--- src/design/keyboard_scan_code_decoder_unit_assert.svh ---
// ----------------------------------------------------------------------------
// Keyboard scan code decoder assertion macros
// Shared property shorthands, clocked on i_clk and held off while in reset.
// ----------------------------------------------------------------------------
`ifndef KEYBOARD_SCAN_CODE_DECODER_UNIT_ASSERT_SVH
`define KEYBOARD_SCAN_CODE_DECODER_UNIT_ASSERT_SVH

// same-cycle implication
`define KSCD_ASSERT_IMP(lbl, ante, cons) \
    lbl: assert property (@(posedge i_clk) disable iff (!i_rst_n) (ante) |-> (cons)) \
        else $error("kscd: same-cycle check failed");

// next-cycle implication
`define KSCD_ASSERT_NXT(lbl, ante, cons) \
    lbl: assert property (@(posedge i_clk) disable iff (!i_rst_n) (ante) |=> (cons)) \
        else $error("kscd: next-cycle check failed");

`endif

--- src/design/kscd_pkg.sv ---
// ----------------------------------------------------------------------------
// kscd_pkg
// Shared constants and types of the keyboard scan code decoder.
// ----------------------------------------------------------------------------
`timescale 1ns / 1ps

package kscd_pkg;

    localparam int QUEUE_DEPTH = 16;
    localparam int QPTR_W      = $clog2(QUEUE_DEPTH);
    localparam int ENTRY_W     = 12;
    localparam int ODATA_W     = 16;

    localparam logic [7:0] SC_PREFIX     = 8'hE0;
    localparam logic [7:0] SC_LSHIFT_MK  = 8'h2A;
    localparam logic [7:0] SC_LSHIFT_BRK = 8'hAA;
    localparam logic [7:0] SC_RSHIFT_MK  = 8'h36;
    localparam logic [7:0] SC_RSHIFT_BRK = 8'hB6;
    localparam logic [7:0] SC_CTRL_MK    = 8'h1D;
    localparam logic [7:0] SC_CTRL_BRK   = 8'h9D;
    localparam logic [7:0] SC_ALT_MK     = 8'h38;
    localparam logic [7:0] SC_ALT_BRK    = 8'hB8;
    localparam logic [7:0] SC_CAPS       = 8'h3A;

    localparam logic MODE_BYTE = 1'b0;
    localparam logic MODE_READ = 1'b1;

    typedef struct packed {
        logic       caps;
        logic       alt;
        logic       ctrl;
        logic       shift;
        logic [7:0] code;
    } t_entry;

    typedef struct packed {
        logic   vld;
        t_entry entry;
    } t_push;

    typedef struct packed {
        logic vld;
        logic hit;
    } t_rd;

endpackage

--- src/design/kscd_ram.sv ---
// ----------------------------------------------------------------------------
// kscd_ram
// Generic simple dual-port RAM, one write and one registered read port.
// ----------------------------------------------------------------------------
`timescale 1ns / 1ps

module kscd_ram #(
    parameter int WIDTH = 8,
    parameter int DEPTH = 16
) (
    input  logic                     i_clk,
    input  logic                     i_we,
    input  logic [$clog2(DEPTH)-1:0] i_waddr,
    input  logic [WIDTH-1:0]         i_wdata,
    input  logic                     i_re,
    input  logic [$clog2(DEPTH)-1:0] i_raddr,
    output logic [WIDTH-1:0]         o_rdata
);

    logic [WIDTH-1:0] r_mem [DEPTH];
    logic [WIDTH-1:0] r_rdata;

    always_ff @(posedge i_clk) begin
        if (i_we) begin
            r_mem[i_waddr] <= i_wdata;
        end
        if (i_re) begin
            r_rdata <= r_mem[i_raddr];
        end
    end

    assign o_rdata = r_rdata;

endmodule

--- src/design/kscd_mod.sv ---
// ----------------------------------------------------------------------------
// kscd_mod
// Modifier and prefix tracker; builds the queue entry for plain key bytes.
// ----------------------------------------------------------------------------
`timescale 1ns / 1ps

module kscd_mod import kscd_pkg::*; (
    input  logic       i_clk,
    input  logic       i_rst_n,
    input  logic       i_byte_vld,
    input  logic [7:0] i_byte,
    output t_push      o_push
);

    logic r_prefix, r_lshift, r_rshift, r_lctrl, r_rctrl, r_lalt, r_ralt, r_caps;
    logic n_prefix, n_lshift, n_rshift, n_lctrl, n_rctrl, n_lalt, n_ralt, n_caps;
    logic key_byte;

    always_comb begin
        n_prefix = r_prefix;
        n_lshift = r_lshift;
        n_rshift = r_rshift;
        n_lctrl  = r_lctrl;
        n_rctrl  = r_rctrl;
        n_lalt   = r_lalt;
        n_ralt   = r_ralt;
        n_caps   = r_caps;
        key_byte = 1'b0;
        if (i_byte_vld) begin
            if (i_byte == SC_PREFIX) begin
                n_prefix = 1'b1;
            end else if (r_prefix) begin
                n_prefix = 1'b0;
                case (i_byte)
                    SC_CTRL_MK:  n_rctrl = 1'b1;
                    SC_CTRL_BRK: n_rctrl = 1'b0;
                    SC_ALT_MK:   n_ralt  = 1'b1;
                    SC_ALT_BRK:  n_ralt  = 1'b0;
                    default:     n_prefix = 1'b0;
                endcase
            end else begin
                case (i_byte)
                    SC_LSHIFT_MK:  n_lshift = 1'b1;
                    SC_LSHIFT_BRK: n_lshift = 1'b0;
                    SC_RSHIFT_MK:  n_rshift = 1'b1;
                    SC_RSHIFT_BRK: n_rshift = 1'b0;
                    SC_CTRL_MK:    n_lctrl  = 1'b1;
                    SC_CTRL_BRK:   n_lctrl  = 1'b0;
                    SC_ALT_MK:     n_lalt   = 1'b1;
                    SC_ALT_BRK:    n_lalt   = 1'b0;
                    SC_CAPS:       n_caps   = ~r_caps;
                    default:       key_byte = 1'b1;
                endcase
            end
        end
    end

    always_ff @(posedge i_clk) begin
        if (!i_rst_n) begin
            r_prefix <= 1'b0;
            r_lshift <= 1'b0;
            r_rshift <= 1'b0;
            r_lctrl  <= 1'b0;
            r_rctrl  <= 1'b0;
            r_lalt   <= 1'b0;
            r_ralt   <= 1'b0;
            r_caps   <= 1'b0;
        end else begin
            r_prefix <= n_prefix;
            r_lshift <= n_lshift;
            r_rshift <= n_rshift;
            r_lctrl  <= n_lctrl;
            r_rctrl  <= n_rctrl;
            r_lalt   <= n_lalt;
            r_ralt   <= n_ralt;
            r_caps   <= n_caps;
        end
    end

    assign o_push.vld         = key_byte;
    assign o_push.entry.code  = i_byte;
    assign o_push.entry.shift = r_lshift | r_rshift;
    assign o_push.entry.ctrl  = r_lctrl | r_rctrl;
    assign o_push.entry.alt   = r_lalt | r_ralt;
    assign o_push.entry.caps  = r_caps;

endmodule

--- src/design/kscd_out.sv ---
// ----------------------------------------------------------------------------
// kscd_out
// Read response path: RAM data stage and registered master-side output.
// ----------------------------------------------------------------------------
`timescale 1ns / 1ps

module kscd_out import kscd_pkg::*; (
    input  logic               i_clk,
    input  logic               i_rst_n,
    input  t_rd                i_rd,
    input  t_entry             i_ram_q,
    output logic               o_ready,
    output logic               m_tvalid,
    input  logic               m_tready,
    output logic [ODATA_W-1:0] m_tdata,
    output logic               m_tuser
);

    logic               r_p1_vld, n_p1_vld;
    logic               r_p1_hit;
    logic               r_m_vld, n_m_vld;
    logic               r_m_hit;
    logic [ODATA_W-1:0] r_m_data;
    logic               p1_adv;

    assign p1_adv  = r_p1_vld && (!r_m_vld || m_tready);
    assign o_ready = !r_p1_vld || p1_adv;

    always_comb begin
        n_p1_vld = r_p1_vld;
        if (i_rd.vld) begin
            n_p1_vld = 1'b1;
        end else if (p1_adv) begin
            n_p1_vld = 1'b0;
        end
        n_m_vld = r_m_vld;
        if (p1_adv) begin
            n_m_vld = 1'b1;
        end else if (m_tready) begin
            n_m_vld = 1'b0;
        end
    end

    always_ff @(posedge i_clk) begin
        if (!i_rst_n) begin
            r_p1_vld <= 1'b0;
            r_m_vld  <= 1'b0;
        end else begin
            r_p1_vld <= n_p1_vld;
            r_m_vld  <= n_m_vld;
        end
    end

    always_ff @(posedge i_clk) begin
        if (i_rd.vld) begin
            r_p1_hit <= i_rd.hit;
        end
        if (p1_adv) begin
            r_m_hit  <= r_p1_hit;
            r_m_data <= r_p1_hit ? {{(ODATA_W-ENTRY_W){1'b0}}, i_ram_q} : '0;
        end
    end

    assign m_tvalid = r_m_vld;
    assign m_tuser  = r_m_hit;
    assign m_tdata  = r_m_data;

endmodule

--- src/design/keyboard_scan_code_decoder_unit.sv ---
// ----------------------------------------------------------------------------
// keyboard_scan_code_decoder_unit
// Set 1 scan code decoder with modifier tracking and a key queue in RAM.
//
//   Channel  Dir  tdata (low bit up)                          tuser
//   s_*      in   sc_byte[7:0]                                mode
//   m_*      out  key_code[7:0], shift, ctrl, alt, caps, 0*4   key_valid
//
// One request per cycle while s_tready is high; read answers leave on m_*.
// Queue pointers and modifier flags update at acceptance; the queue RAM
// (one write port, one registered read port) is read the same cycle.
// Synchronous active-low reset clears flags and pointers; queue data is not
// cleared. s_tready drops only while a read answer waits behind a stalled m_*.
// ----------------------------------------------------------------------------
`timescale 1ns / 1ps

module keyboard_scan_code_decoder_unit import kscd_pkg::*; (
    input  logic               i_clk,
    input  logic               i_rst_n,
    input  logic               s_tvalid,
    output logic               s_tready,
    input  logic [7:0]         s_tdata,   // sc_byte[7:0]
    input  logic               s_tuser,   // mode
    output logic               m_tvalid,
    input  logic               m_tready,
    output logic [ODATA_W-1:0] m_tdata,   // key_code[7:0], shift, ctrl, alt, caps, pad
    output logic               m_tuser    // key_valid
);

    `include "keyboard_scan_code_decoder_unit_assert.svh"

    logic              acc;
    logic              rd_acc;
    logic              q_empty, q_full;
    logic [QPTR_W-1:0] r_rd_ptr, r_wr_ptr;
    logic [QPTR_W-1:0] n_rd_ptr, n_wr_ptr;
    logic [QPTR_W-1:0] rd_inc, wr_inc;
    logic              ram_we, ram_re;
    t_push             push;
    t_rd               rd;
    t_entry            ram_q;

    assign acc    = s_tvalid && s_tready;
    assign rd_acc = acc && (s_tuser == MODE_READ);

    kscd_mod u_mod (
        .i_clk      (i_clk),
        .i_rst_n    (i_rst_n),
        .i_byte_vld (acc && (s_tuser == MODE_BYTE)),
        .i_byte     (s_tdata),
        .o_push     (push)
    );

    assign rd_inc  = (r_rd_ptr == QPTR_W'(QUEUE_DEPTH - 1)) ? '0 : r_rd_ptr + 1'b1;
    assign wr_inc  = (r_wr_ptr == QPTR_W'(QUEUE_DEPTH - 1)) ? '0 : r_wr_ptr + 1'b1;
    assign q_empty = (r_rd_ptr == r_wr_ptr);
    assign q_full  = (wr_inc == r_rd_ptr);

    assign ram_we = push.vld && !q_full;
    assign ram_re = rd_acc && !q_empty;

    assign n_wr_ptr = ram_we ? wr_inc : r_wr_ptr;
    assign n_rd_ptr = ram_re ? rd_inc : r_rd_ptr;

    always_ff @(posedge i_clk) begin
        if (!i_rst_n) begin
            r_rd_ptr <= '0;
            r_wr_ptr <= '0;
        end else begin
            r_rd_ptr <= n_rd_ptr;
            r_wr_ptr <= n_wr_ptr;
        end
    end

    kscd_ram #(
        .WIDTH (ENTRY_W),
        .DEPTH (QUEUE_DEPTH)
    ) u_queue (
        .i_clk   (i_clk),
        .i_we    (ram_we),
        .i_waddr (r_wr_ptr),
        .i_wdata (push.entry),
        .i_re    (ram_re),
        .i_raddr (r_rd_ptr),
        .o_rdata (ram_q)
    );

    assign rd.vld = rd_acc;
    assign rd.hit = !q_empty;

    kscd_out u_out (
        .i_clk    (i_clk),
        .i_rst_n  (i_rst_n),
        .i_rd     (rd),
        .i_ram_q  (ram_q),
        .o_ready  (s_tready),
        .m_tvalid (m_tvalid),
        .m_tready (m_tready),
        .m_tdata  (m_tdata),
        .m_tuser  (m_tuser)
    );

    `KSCD_ASSERT_IMP(a_no_write_when_full, ram_we, wr_inc != r_rd_ptr)
    `KSCD_ASSERT_IMP(a_push_only_on_byte, push.vld, acc && (s_tuser == MODE_BYTE))
    `KSCD_ASSERT_NXT(a_empty_read_holds_ptr, rd_acc && q_empty, r_rd_ptr == $past(r_rd_ptr))
    `KSCD_ASSERT_IMP(a_miss_has_zero_data, m_tvalid && !m_tuser, m_tdata == '0)

endmodule
--- config.mk ---
export PLATFORM = sky130hd
export DESIGN_NAME = keyboard_scan_code_decoder_unit
export DESIGN_NICKNAME = d
export VERILOG_FILES = /design/src/design/kscd_pkg.sv /design/src/design/kscd_ram.sv /design/src/design/kscd_mod.sv /design/src/design/kscd_out.sv /design/src/design/keyboard_scan_code_decoder_unit.sv
export VERILOG_INCLUDE_DIRS = /design/src /design/src/design
export SDC_FILE = /design/constraint.sdc
export NUM_CORES = 1
export LEC_CHECK = 0
export ABC_AREA = 1
export BUFFER_PORTS_ARGS = -buffer_cell sky130_fd_sc_hd__buf_2
export CAP_MARGIN = 20
export CORE_AREA = 3 3 192 194
export CTS_CLUSTER_SIZE = 12
export DETAILED_ROUTE_END_ITERATION = 7
export DIE_AREA = 0 0 195 197
export MAX_ROUTING_LAYER = met4
export SLEW_MARGIN = 20
export SYNTH_ARGS = -nofsm -noshare
export SYNTH_HDL_FRONTEND = slang
export SYNTH_HIERARCHICAL = 1
export SYNTH_SLANG_ARGS = --single-unit
--- constraint.sdc ---
create_clock -name i_clk -period 2.5 [get_ports i_clk]
set_input_delay 0.25 -clock i_clk [delete_from_list [all_inputs] [get_ports i_clk]]
set_output_delay 0.25 -clock i_clk [all_outputs]
set_load 0.02 [all_outputs]
-- After elaboration in Yosys (flattened, before gate mapping)
Memory sizes are Yosys's and may differ from the RTL's. A register that Yosys moved wholly into a read port is not among the register bits.
Index checks and enable logic that the tools add are counted.
- bits of input ports: 13
- bits in writable memories: 192
- flip-flop bits (word level): 36
- word-level logic and storage cells: 83
- memories: 1
- bitwise gates (word level): 7
- mux-type cells: 17
- reductions and logical operators: 26
- equal/unequal tests: 14
- $add $sub $neg: 2
- memories (name ; words ; width ; read ports ; clocked after memory_dff ; write ports ; RTL line ; RTL):
    u_queue.r_mem ; 16 ; 12 ; 1 ; 1 ; 1 ; kscd_ram.sv:20 ; logic [WIDTH-1:0] r_mem [DEPTH];
- operator list (operator ; count):
    $eq 8x8->1 const B ; 5
    $eq 8x6->1 const B ; 4
    $reduce_and 4->1 ; 7
    $reduce_bool 2->1 ; 6
    $mux 1 ; 11
    $reduce_or 9->1 ; 1
    $add 4x1->4 const B ; 2
    $eq 4x4->1 ; 2
    $eq 4x4->1 const B ; 2
    $eq 8x5->1 const B ; 1
    $mux 4 ; 2
    $pmux 1 s2 ; 4
    $logic_and 1x1->1 ; 6
    $logic_not 1->1 ; 4
    $not 1->1 ; 4
    $or 1x1->1 ; 3
    $logic_or 1x1->1 ; 2

-- Logic depth before layout (Yosys ltp)
- depth in word-level cells: 10
- depth in mapped cells: 13
- depth with buffers taken out: 12

-- Modules after synthesis
Netlist, hierarchy kept.
- modules (own cells, without submodules) (module ; times used ; cells each ; sequential area each (um^2) ; area each (um^2)):
    kscd_ram ; 1 ; 815 ; 6125.9 ; 8683.3
    kscd_mod ; 1 ; 115 ; 160.2 ; 658.1
    kscd_out ; 1 ; 55 ; 460.4 ; 643.1
    keyboard_scan_code_decoder_unit ; 1 ; 89 ; 160.2 ; 591.8

-- Worst setup path after synthesis
OpenSTA, ideal clock, no wires.
- kind: reg2reg
- from: register u_out.r_m_vld (netlist: u_out/m_tvalid)
- to: memory u_queue/r_mem[11][0] in the netlist's numbering (enable)
- arrival: 2.093 ns
- cell stages (with the launch flop): 13
- clock period less this slack: 2.473 ns
- library setup time: 0.380 ns
- setup slack: 0.027 ns
- data required time: 2.120 ns
- buffers on the path: 1
- cell sequence: dfxtp_1 nand3_2 nand2_1 nor2_1 inv_1 nor2_1 nand3b_1 nor2_1 buf_4 nand2_4 inv_4 nand3_1 nor2_1
- word-level cells in the longest chain between the ends: 10
- ends and longest elaborated chain (item ; RTL line ; RTL):
    start: declaration ; kscd_out.sv:21 ; logic r_m_vld, n_m_vld;
    start signal: assignment ; kscd_out.sv:50 ; r_m_vld <= n_m_vld;
    $logic_not 1->1 ; kscd_out.sv:26 ; assign p1_adv = r_p1_vld && (!r_m_vld || m_tready);
    $logic_or 1x1->1 ; kscd_out.sv:26 ;
    $logic_and 1x1->1 ; kscd_out.sv:26 ;
    $logic_or 1x1->1 ; kscd_out.sv:27 ; assign o_ready = !r_p1_vld || p1_adv;
    net s_tready ; keyboard_scan_code_decoder_unit.sv:21 ; output logic s_tready,
    $logic_and 1x1->1 ; keyboard_scan_code_decoder_unit.sv:43 ; assign acc = s_tvalid && s_tready;
    $logic_and 1x1->1 ; keyboard_scan_code_decoder_unit.sv:49 ; .i_byte_vld (acc && (s_tuser == MODE_BYTE)),
    $mux 1 ; kscd_mod.sv:29 ; if (i_byte_vld) begin
    net u_mod.key_byte ; kscd_mod.sv:17 ; logic key_byte;
    $logic_and 1x1->1 ; keyboard_scan_code_decoder_unit.sv:59 ; assign ram_we = push.vld && !q_full;
    net ram_we ; keyboard_scan_code_decoder_unit.sv:38 ; logic ram_we, ram_re;
    $mux 1 ; kscd_ram.sv:24 ; if (i_we) begin
    $mux 1 (not written as such) ; kscd_ram.sv:25 ; r_mem[i_waddr] <= i_wdata;
    end: declaration ; kscd_ram.sv:20 ;
The timed path passes the listed nets, and every way through them passes these cells.

==> results.md <==
* Status: finished, final reports clean
* Hold WS at 0.0262 ns
* HP Class: in2reg
* Final net count at 1141
* Comb pwr share at 9.9%
* Reg2reg setup slack at 0.23 ns
* PnR Total Power at 8700 uW
* Overflow after GRT at 0
* Die W at 195 um
* HP Start: m_tready
* Skew-Pair Late Insertion Delay at 0.52 ns
* Synth Area in XOR/XNOR at 0.580%
* Highest metal used: met4
* RR Endpoint: u_queue/r_mem[6][7]
* Clk slew on worst S/H paths at 0.05 ns
* HPWL Detailed at 16.3 mm
* Simple-gate area share of the yosys netlist at 22.7%
* Fin crit period at 2.28 ns
* Maxcap violations at 0
* Main combinational cell family by area after synthesis: simple AND/OR/NAND/NOR gates
* Fin. max-slew vios at 0
* Via count at 7067
* CP max FO at 12
* Asr flop ratio synth at 0%
* DR iter-0 viols at 479
* Total wire length at 24.3 mm
* Sequential share of power at 51.0%
* Post-synth EDFFs at 218
* Fmax at 439 MHz
* Antenna cells at 0
* Critical path required time at 2.72 ns
* Register bit count reported by yosys at 236
* Pint at 6660 uW
* Routability cong. at 0.877
* WP data arrival at 2.50 ns
* Post-Route Skew at 0.0135 ns
* DR WL met3 at 1.34 mm
* CP endpoint kind: flip-flop
* Starting Density at 29.9%
* Setup TNS at 0 ns
* Top_reg_cell synth: edfxtp_1
* Buf/Inv on CP at 5
* Clock buffer depth at 3
* Routed Antenna Nets at 0
* Switching pwr at 2050 uW
* Worst Hold End: u_out/m_tvalid
* Die Y at 197 um
* Core area at 35400 um2
* Post-CTS setup buffers at 0
* DRC viols at 0
* Global Route Usage Sum at 12.9%
* DRT Pass-1 Iters at 7
* CP delay by family, top: simple AND/OR/NAND/NOR gates
* Final number of hold-violating endpoints at 0
* Cell repeated most along the worst path: nor2_1
* CP peak stage delay at 0.51 ns
* DR WL/cell at 15.2 um
* H-Tree Depth at 1
* VDD IR-drop max at 0.495 mV
* Worst slew pin tran at 0.790 ns
* Slew HR at 47.3%
* Mux cell area share after synthesis at 0%
* Post-synthesis sequential area ratio at 65.3%
* CP max stage cell: dlygate4sd3_1
* Unrepaired setup endpoints after global routing: false
* Commonest non-fill, non-tap cells in the layout: nand2_1 (318), edfxtp_1 (218), inv_1 (193)
* Largest net degree at the start of global routing at 53
* Num CTS Buffers at 25
* Power Density at 719 nW/um2
* Vias in the first global route at 6890
* IO buf count at 27
* Initial antenna violation count at 0
* Period utilization at 91.1%
* Crit start category: input pin
* R2r startpoint: u_out/m_tvalid
* Critical path cell sequence: dlygate4sd3_1 > buf_2 > inv_1 > nand2_1 > nor2_1 > and2_1 > nand3b_1 > nor2_1 > nand2_4 > inv_4 > nand3_1 > nor2_1 > buf_4
* First-pass GRT wire length at 37.8 mm
* Clk sinks at 236
* CTS tree: done
* Syn Inst Count at 1074
* WP depth at 13
* Fraction of layout cells with a size suffix above 1 at 11.4%
* Crit path kind: in2reg
* Syn Std Cell Area at 10600 um2
* Placement Rows at 69
* Synthesized area per cell at 9.85 um2
* Sw Ratio at 23.5%
* Final setup viols at 0
* M1 wire length at 10.4 mm
* Routed met2 length at 11.9 mm
* CP startpoint: s_tdata[2]
* Hold Path Depth at 4
* Syn. warnings at 6
* Area Growth Syn to Fin at 14.5%
* Clock power frac at 39.0%
* Worst reg-to-reg path cell count at 12
* Die area at 38400 um2
* Lkg Pwr at 0.00517 uW
* Drt via density at 4.41
* Num ports at 32
* Clk Tree Root Cell: clkbuf_16
* Netlist cell types at 32
* Synth Area in Adders at 0.237%
* Most common cell after layout, fill and taps aside: nand2_1
* Compound-Gate Fraction of Synth Area at 0.769%
routing by layer:
metal / track usage [%] / vias to the layer above
met1: 16.0 / 3316
met5: - / -
met3: 1.68 / 47
met2: 22.3 / 180
li1: - / 3524
met4: 3.64 / 0
kinds of logic after synthesis:
family,count (synthesis)
AO/OA/AOI/OAI,15
flip-flops,236
adder cells (fa/ha/maj),2
AND/OR/NAND/NOR,562
buffers and inverters,251
other,1
XOR/XNOR,7
sequential cells by signal, summed over array words and instances (netlist names):
name and cells:
u_queue/r_mem 192, u_out/m_tdata 12, u_queue/o_rdata 12, r_rd_ptr 4, r_wr_ptr 4, u_mod/r_caps 1
u_mod/r_lalt 1, u_mod/r_lctrl 1, u_mod/r_lshift 1, u_mod/r_prefix 1, u_mod/r_ralt 1, u_mod/r_rctrl 1
u_mod/r_rshift 1, u_out/m_tuser 1, u_out/m_tvalid 1, u_out/r_p1_hit 1, u_out/r_p1_vld 1
per-stage QoR:
stage,worst slack [ns],util [%],cell area (um2),instances
detailed placement,0.0821,32.0,11300,1559
global placement,0.104,32.0,11300,1559
global route,0.00671,34.2,12100,1603
CTS,0.113,34.2,12100,1603
floorplan,0.0269,-,10600,1077
finish,0.222,34.2,12100,1603
power by group through the flow:
stage / Combinational, uW / Clock [uW] / Sequential, uW
finish: 865 / 3400 / 4440
CTS: 874 / 3490 / 4440
global placement: 863 / 0 / 4520
global route: 970 / 3650 / 4450
floorplan: 608 / 0 / 4510
detailed placement: 871 / 0 / 4530
worst max-delay path by stage:
| stage | slack [ns] | endpoint |
|---|---|---|
| after detailed placement | 0.08 | u_queue/r_mem[9][9] |
| final | 0.22 | u_queue/r_mem[6][7] |
| after floorplan | 0.03 | u_queue/r_mem[11][0] |
| after CTS | 0.11 | u_queue/r_mem[9][11] |
| after global routing | 0.007 | u_queue/r_mem[9][4] |
| after global placement | 0.10 | u_queue/r_mem[2][3] |
cell type report:
class                           instances  area [um2]
Clock buffer                           36         728
Clock inverter                          7        32.5
Fill cell                            3568       23300
Inverter                              196         738
Multi-Input combinational cell        590        2590
Sequential cell                       236        6910
Tap cell                              461         577
Timing Repair Buffer                   77         538
synthesized netlist by cell type, types with 5 or more instances:
cell type    n  share of area [%]
nand2_2      5               0.30
buf_4       17                1.2
buf_2       21               0.99
buf_1        5               0.18
edfxtp_1   218                 62
dfxtp_1     18                3.4
inv_1      193                6.8
buf_6        8               0.85
xnor2_1      5               0.41
nand2_1    318                 11
nor2_1      52                1.8
nand3_1    165                7.8
nand4_1      5               0.30
a21oi_1      9               0.43
what timing repair did:
item / CTS / global route
gates resized for setup: 0 / 1
endpoints found under the hold margin: 1 / 0
endpoints found under the setup margin: 0 / 156
hold buffers: 1 / 0
worst reg2reg max path, stage by stage (launching register included):
cell      delay (ns)
dfxtp_1         0.33
nand3_2         0.10
nand2_1         0.09
nor2_2          0.20
inv_1           0.09
nor2_1          0.11
nand3b_1        0.07
nor2_1          0.23
nand2_4         0.09
inv_4           0.09
nand3_1         0.20
nor2_1          0.15
buf_4           0.22
(Power assumes the default switching activity.)
